**config.mk**
```make
export PLATFORM = sky130hd
export DESIGN_NAME = q4pg_ram
export DESIGN_NICKNAME = d
export VERILOG_FILES = /design/src/rtl/core/q4_packed_group_gemv_core_defines.svh /design/src/rtl/core/q4pg_ram.sv
export SDC_FILE = /design/constraint.sdc
export NUM_CORES = 2
export LEC_CHECK = 0
export BUFFER_PORTS_ARGS = -buffer_cell sky130_fd_sc_hd__buf_4
export CAP_MARGIN = 10
export CORE_ASPECT_RATIO = 1.4
export CORE_MARGIN = 2
export CORE_UTILIZATION = 40
export DETAILED_ROUTE_END_ITERATION = 6
export PLACE_DENSITY = 0.65
export SETUP_SLACK_MARGIN = 0.1
export SYNTH_ARGS = -nofsm -noshare
export SYNTH_HDL_FRONTEND = slang
export SYNTH_SLANG_ARGS = --single-unit
```
**constraint.sdc**
```tcl
create_clock -name clk -period 6.03 [get_ports clk]
set_input_delay 0.9045 -clock clk [delete_from_list [all_inputs] [get_ports clk]]
set_output_delay 0.9045 -clock clk [all_outputs]
set_load 0.1 [all_outputs]
```
**src/rtl/core/q4_packed_group_gemv_core_defines.svh**
```systemverilog
// ----------------------------------------------------------------------------
// Q4 packed group GEMV core - assertion macros
// Shared concurrent assertion wrappers for the core RTL.
// ----------------------------------------------------------------------------
`ifndef Q4_PACKED_GROUP_GEMV_CORE_DEFINES_SVH
`define Q4_PACKED_GROUP_GEMV_CORE_DEFINES_SVH

// Check a property on every clock edge outside reset
`define Q4PG_ASSERT(label, prop, msg) \
  label: assert property (@(posedge clk) disable iff (rst) prop) else $error(msg);

// Check that a condition is followed by an outcome in the next cycle
`define Q4PG_ASSERT_NEXT(label, pre, post, msg) \
  label: assert property (@(posedge clk) disable iff (rst) (pre) |=> (post)) \
    else $error(msg);

`endif

```
**src/rtl/core/q4pg_ram.sv**
```systemverilog
// ----------------------------------------------------------------------------
// Q4 packed group GEMV RAM
// Simple dual-port RAM, one write and one registered read port.
// ----------------------------------------------------------------------------
module q4pg_ram #(
  parameter int WIDTH = 16,
  parameter int DEPTH = 256
) (
  input  logic                               clk,
  input  logic                               we,
  input  logic [$clog2(DEPTH)-1:0]           waddr,
  input  logic [WIDTH-1:0]                   wdata,
  input  logic                               re,
  input  logic [$clog2(DEPTH)-1:0]           raddr,
  output logic [WIDTH-1:0]                   rdata
);

  logic [WIDTH-1:0] mem [DEPTH];

  // Write on enable, register read data on enable and hold otherwise
  always_ff @(posedge clk) begin
    if (we) begin
      mem[waddr] <= wdata;
    end
    if (re) begin
      rdata <= mem[raddr];
    end
  end

endmodule

```
# Yosys cells after proc, flatten, opt, wreduce, memory -nomap -nowiden
# Memories as Yosys holds them, arrays and structs flattened. A register that Yosys moved wholly into a read port is not among the register bits.
# Cells that the tools add are included.
[totals]
ff_bits = 0
ramBits = 4096
out_inout_bits = 16
n_memories = 1
[memory_table]
columns = ["name", "depth", "word_bits", "read_ports", "rd_clocked_by_memory_dff", "write_ports", "line_no", "source"]
rows = [
  ["mem", 256, 16, 1, 1, 1, "q4pg_ram.sv:18", "logic [WIDTH-1:0] mem [DEPTH];"],
]
[op_classes]
mux = 2
[op_table]
columns = ["cell", "count"]
rows = [
  ["$mux W1", 2],
]

# Depth between registers and ports, before layout
[depth]
ltp_word = 2
mapped_depth = 12
depth_no_buf = 6

# Least setup slack after synthesis
# No wires, ideal clock.
[synth_path]
path_kind = "input -> register"
from = "in raddr[0]"
to = "reg rdata[4] (read register of mem), data pin"
path_stages = 8
arrival_time_ns = 2.888
path_buffers = 3
setup_slack_ns = 2.877
cell_sequence = "buf_6 -> buf_6 -> buf_2 -> mux4_2 -> mux4_2 -> a22o_1 -> o32ai_2 -> nor4_2"
[synth_lines]
columns = ["element", "line_no", "source"]
rows = [
  ["start, declared", "q4pg_ram.sv:14", "input logic [$clog2(DEPTH)-1:0] raddr,"],
  ["end, declared", "q4pg_ram.sv:15", "output logic [WIDTH-1:0] rdata"],
]

==> reports/metrics.csv <==
metric,value,unit
# IOs,51,
vias per inst,5.896,
count of final hold-check violations,0,
Rows,273,
area of the multi-input gates,0.03291,mm2
initial antenna violation count,22,
Die W,536.6,um
clock transition at the registers of the reported paths,0.06,ns
Via Count,78550,
layout cells sized above 1,24.51,%
peak supply drop,0.2369,mV
Worst Setup Path Type,in -> reg,
CP Launch Point,raddr[0],
max_slew headroom,1.078,%
Yosys top cell by area,edfxtp_1,
Tcrit/Tclk final,67.07,%
gr ovfl total,0,
status,finished with violations,
Tot GR Track Use,20.72,%
largest net degree at the start of global routing,174,
highest clock rate,247.3,MHz
setup TNS,0,ns
Chip Height,749.7,um
power per cell area,325.2,mW/mm2
Leak,0.05629,uW
Worst-Margin Slew,1.468,ns
"Max FO, Critical Path",67,
TritonCTS buffer count,369,
# nets final,7815,
CTS tree,done,
most frequent cell after synthesis,edfxtp_1,
Cells after DPL,12630,
clk buf depth,4,
Tmin final,4.044,ns
asr flop ratio synth,0,%
CTS resizes,0,
Post-CTS Hold Fix Bufs,0,
core area,0.3952,mm2
critical hold path startpoint,wdata[2],
GP Congestion,0.8825,
Routed WL per cell,31.77,um
CP Launch Type,input pin,
clk sink count,4112,
initial DRC count,9869,
max-cap violations,1,
First-pass DRT Iterations,6,
"Top FF cell, synth",edfxtp_1,
failing checks,max-capacitance violations,
Post-CTS Setup Inserts,0,
most frequent cells after synthesis,"edfxtp_1 (4112), mux4_2 (797), mux2i_1 (565)",
global-route wire length before repair,596500,um
CTS HTree Levels,5,
clock root cell,clkbuf_16,
Hold Crit Class,in -> reg,
vias in the first global route,79440,
synth top area cells,"edfxtp_1 (78%), mux4_2 (11%), mux2i_1 (3.6%), o221ai_1 (1.4%), nor2_1 (0.72%)",
dpl hpwl,254000,um
P&R area growth vs syn,13.00,%
worst r2r src,mem[11][9],
YS warnings,0,
port buffer count,50,
final non-filler cell total,13320,
Clock Latency Late Sink,0.93,ns
Crit path required time,6.66,ns
Initial Utilization,40.20,%
Synth Net Count,7395,
Avg Inst Size Synth,21.59,um2
final WL,423300,um
Netlist cell types,51,
RSZ-0062 raised after global routing,no,
post-synthesis cell area,0.1589,mm2
Seq. cell area,0.1235,mm2
R2R Setup Slk,2.68,ns
Cells after Synth,7360,
"flops & latches, synth",4112,
DRC violations left,0,
total die area,0.4023,mm2
crit path DAT,4.67,ns
"Seq/Total Area, Yosys",77.72,%
antenna-violating nets left,0,
"EDFF count, synth",4112,
post-synth top area share,77.72,%
Setup crit end kind,register,
FILL cells,32320,
count of pins over their slew limit,0,
setup violators final,0,
Clock Skew,0.05867,ns
==> report_power, final <==
part	internal (uW)	switching, uW	total (uW)	leakage (uW)
Combinational	995	2020	3010	0.0135
Sequential	31500	48.1	31600	0.0370
Clock	13400	10400	23800	0.00587
==> cells by family (layout without fill, tap and decap cells) <==
group	after synthesis	count (layout)	synth area share, %
buf+inv	456	1177	1.692
mux	1450	1450	15.48
compound gates	786	786	3.534
flops	4112	4112	77.72
other cells	0	17	0
simple gates	556	556	1.573
==> final timing paths <==
path,endpoint,cells after the start
worst max-delay path,rdata[9],8
worst min-delay path,mem[225][2],1
worst max register to register,rdata[9],6
worst min register to register,rdata[14],6
==> state kept, by name, summed over array words and instances, names as in the netlist <==
signal,flops
rdata,16
mem,4096
==> cells in the final DEF, fill, tap and decap left out, types with 18 or more instances in the layout <==
cell,instances
a211oi_1,18
a21oi_1,175
a221oi_1,28
a22o_1,32
a22oi_1,43
buf_12,44
buf_4,435
buf_8,19
bufinv_16,45
clkbuf_1,64
clkbuf_16,377
clkinv_1,83
clkinv_2,67
edfxtp_1,4112
mux2_2,88
mux2i_1,565
mux4_2,797
nand2_1,37
nand3_1,26
nand4_1,26
nor2_1,262
nor2_2,42
nor3_1,90
o21ai_0,37
o221ai_1,252
o22ai_1,148
o32ai_1,20
==> final cells by class <==
class	count	share of cell area, %
Clock inverter	231	1.323
Timing Repair Buffer	501	2.496
Antenna cell	17	0.02370
Clock buffer	441	5.389
Inverter	4	0.01533
Sequential cell	4112	68.78
Multi-Input combinational cell	2792	18.33
Tap cell	5225	3.642
==> layer usage <==
| metal | part of all wire [%] | track usage, % | vias up |
|---|---|---|---|
| met3 | 7.6 | 3.040 | 831 |
| met1 | 35 | 24.71 | 41790 |
| li1 | - | - | 32080 |
| met5 | 0.0073 | 0 | - |
| met2 | 51 | 35.65 | 3837 |
| met4 | 6.7 | 12.18 | 4 |
==> critical path, cell delays in order <==
cell and delay [ns]:
buf_16 0.50, buf_12 0.36, mux4_2 0.55, mux2_2 0.28
a22oi_1 0.50, nand2_1 0.21, o32ai_1 1.04, nor4_1 0.18
==> metrics by stage <==
step	cell area [um2]	utilization [%]	hold WS, ns	worst slack [ns]	total power (uW)
after global placement	167400	42.36	1.148	0.9146	35140
after floorplan	158900	-	0.9732	2.877	33800
after CTS	179500	45.41	0.3081	2.000	58700
final	179500	45.43	0.3771	1.986	58370
after global routing	179500	45.42	0.3440	1.887	59800
after detailed placement	167400	42.36	1.171	1.007	35200
(Power assumes the default switching activity.)
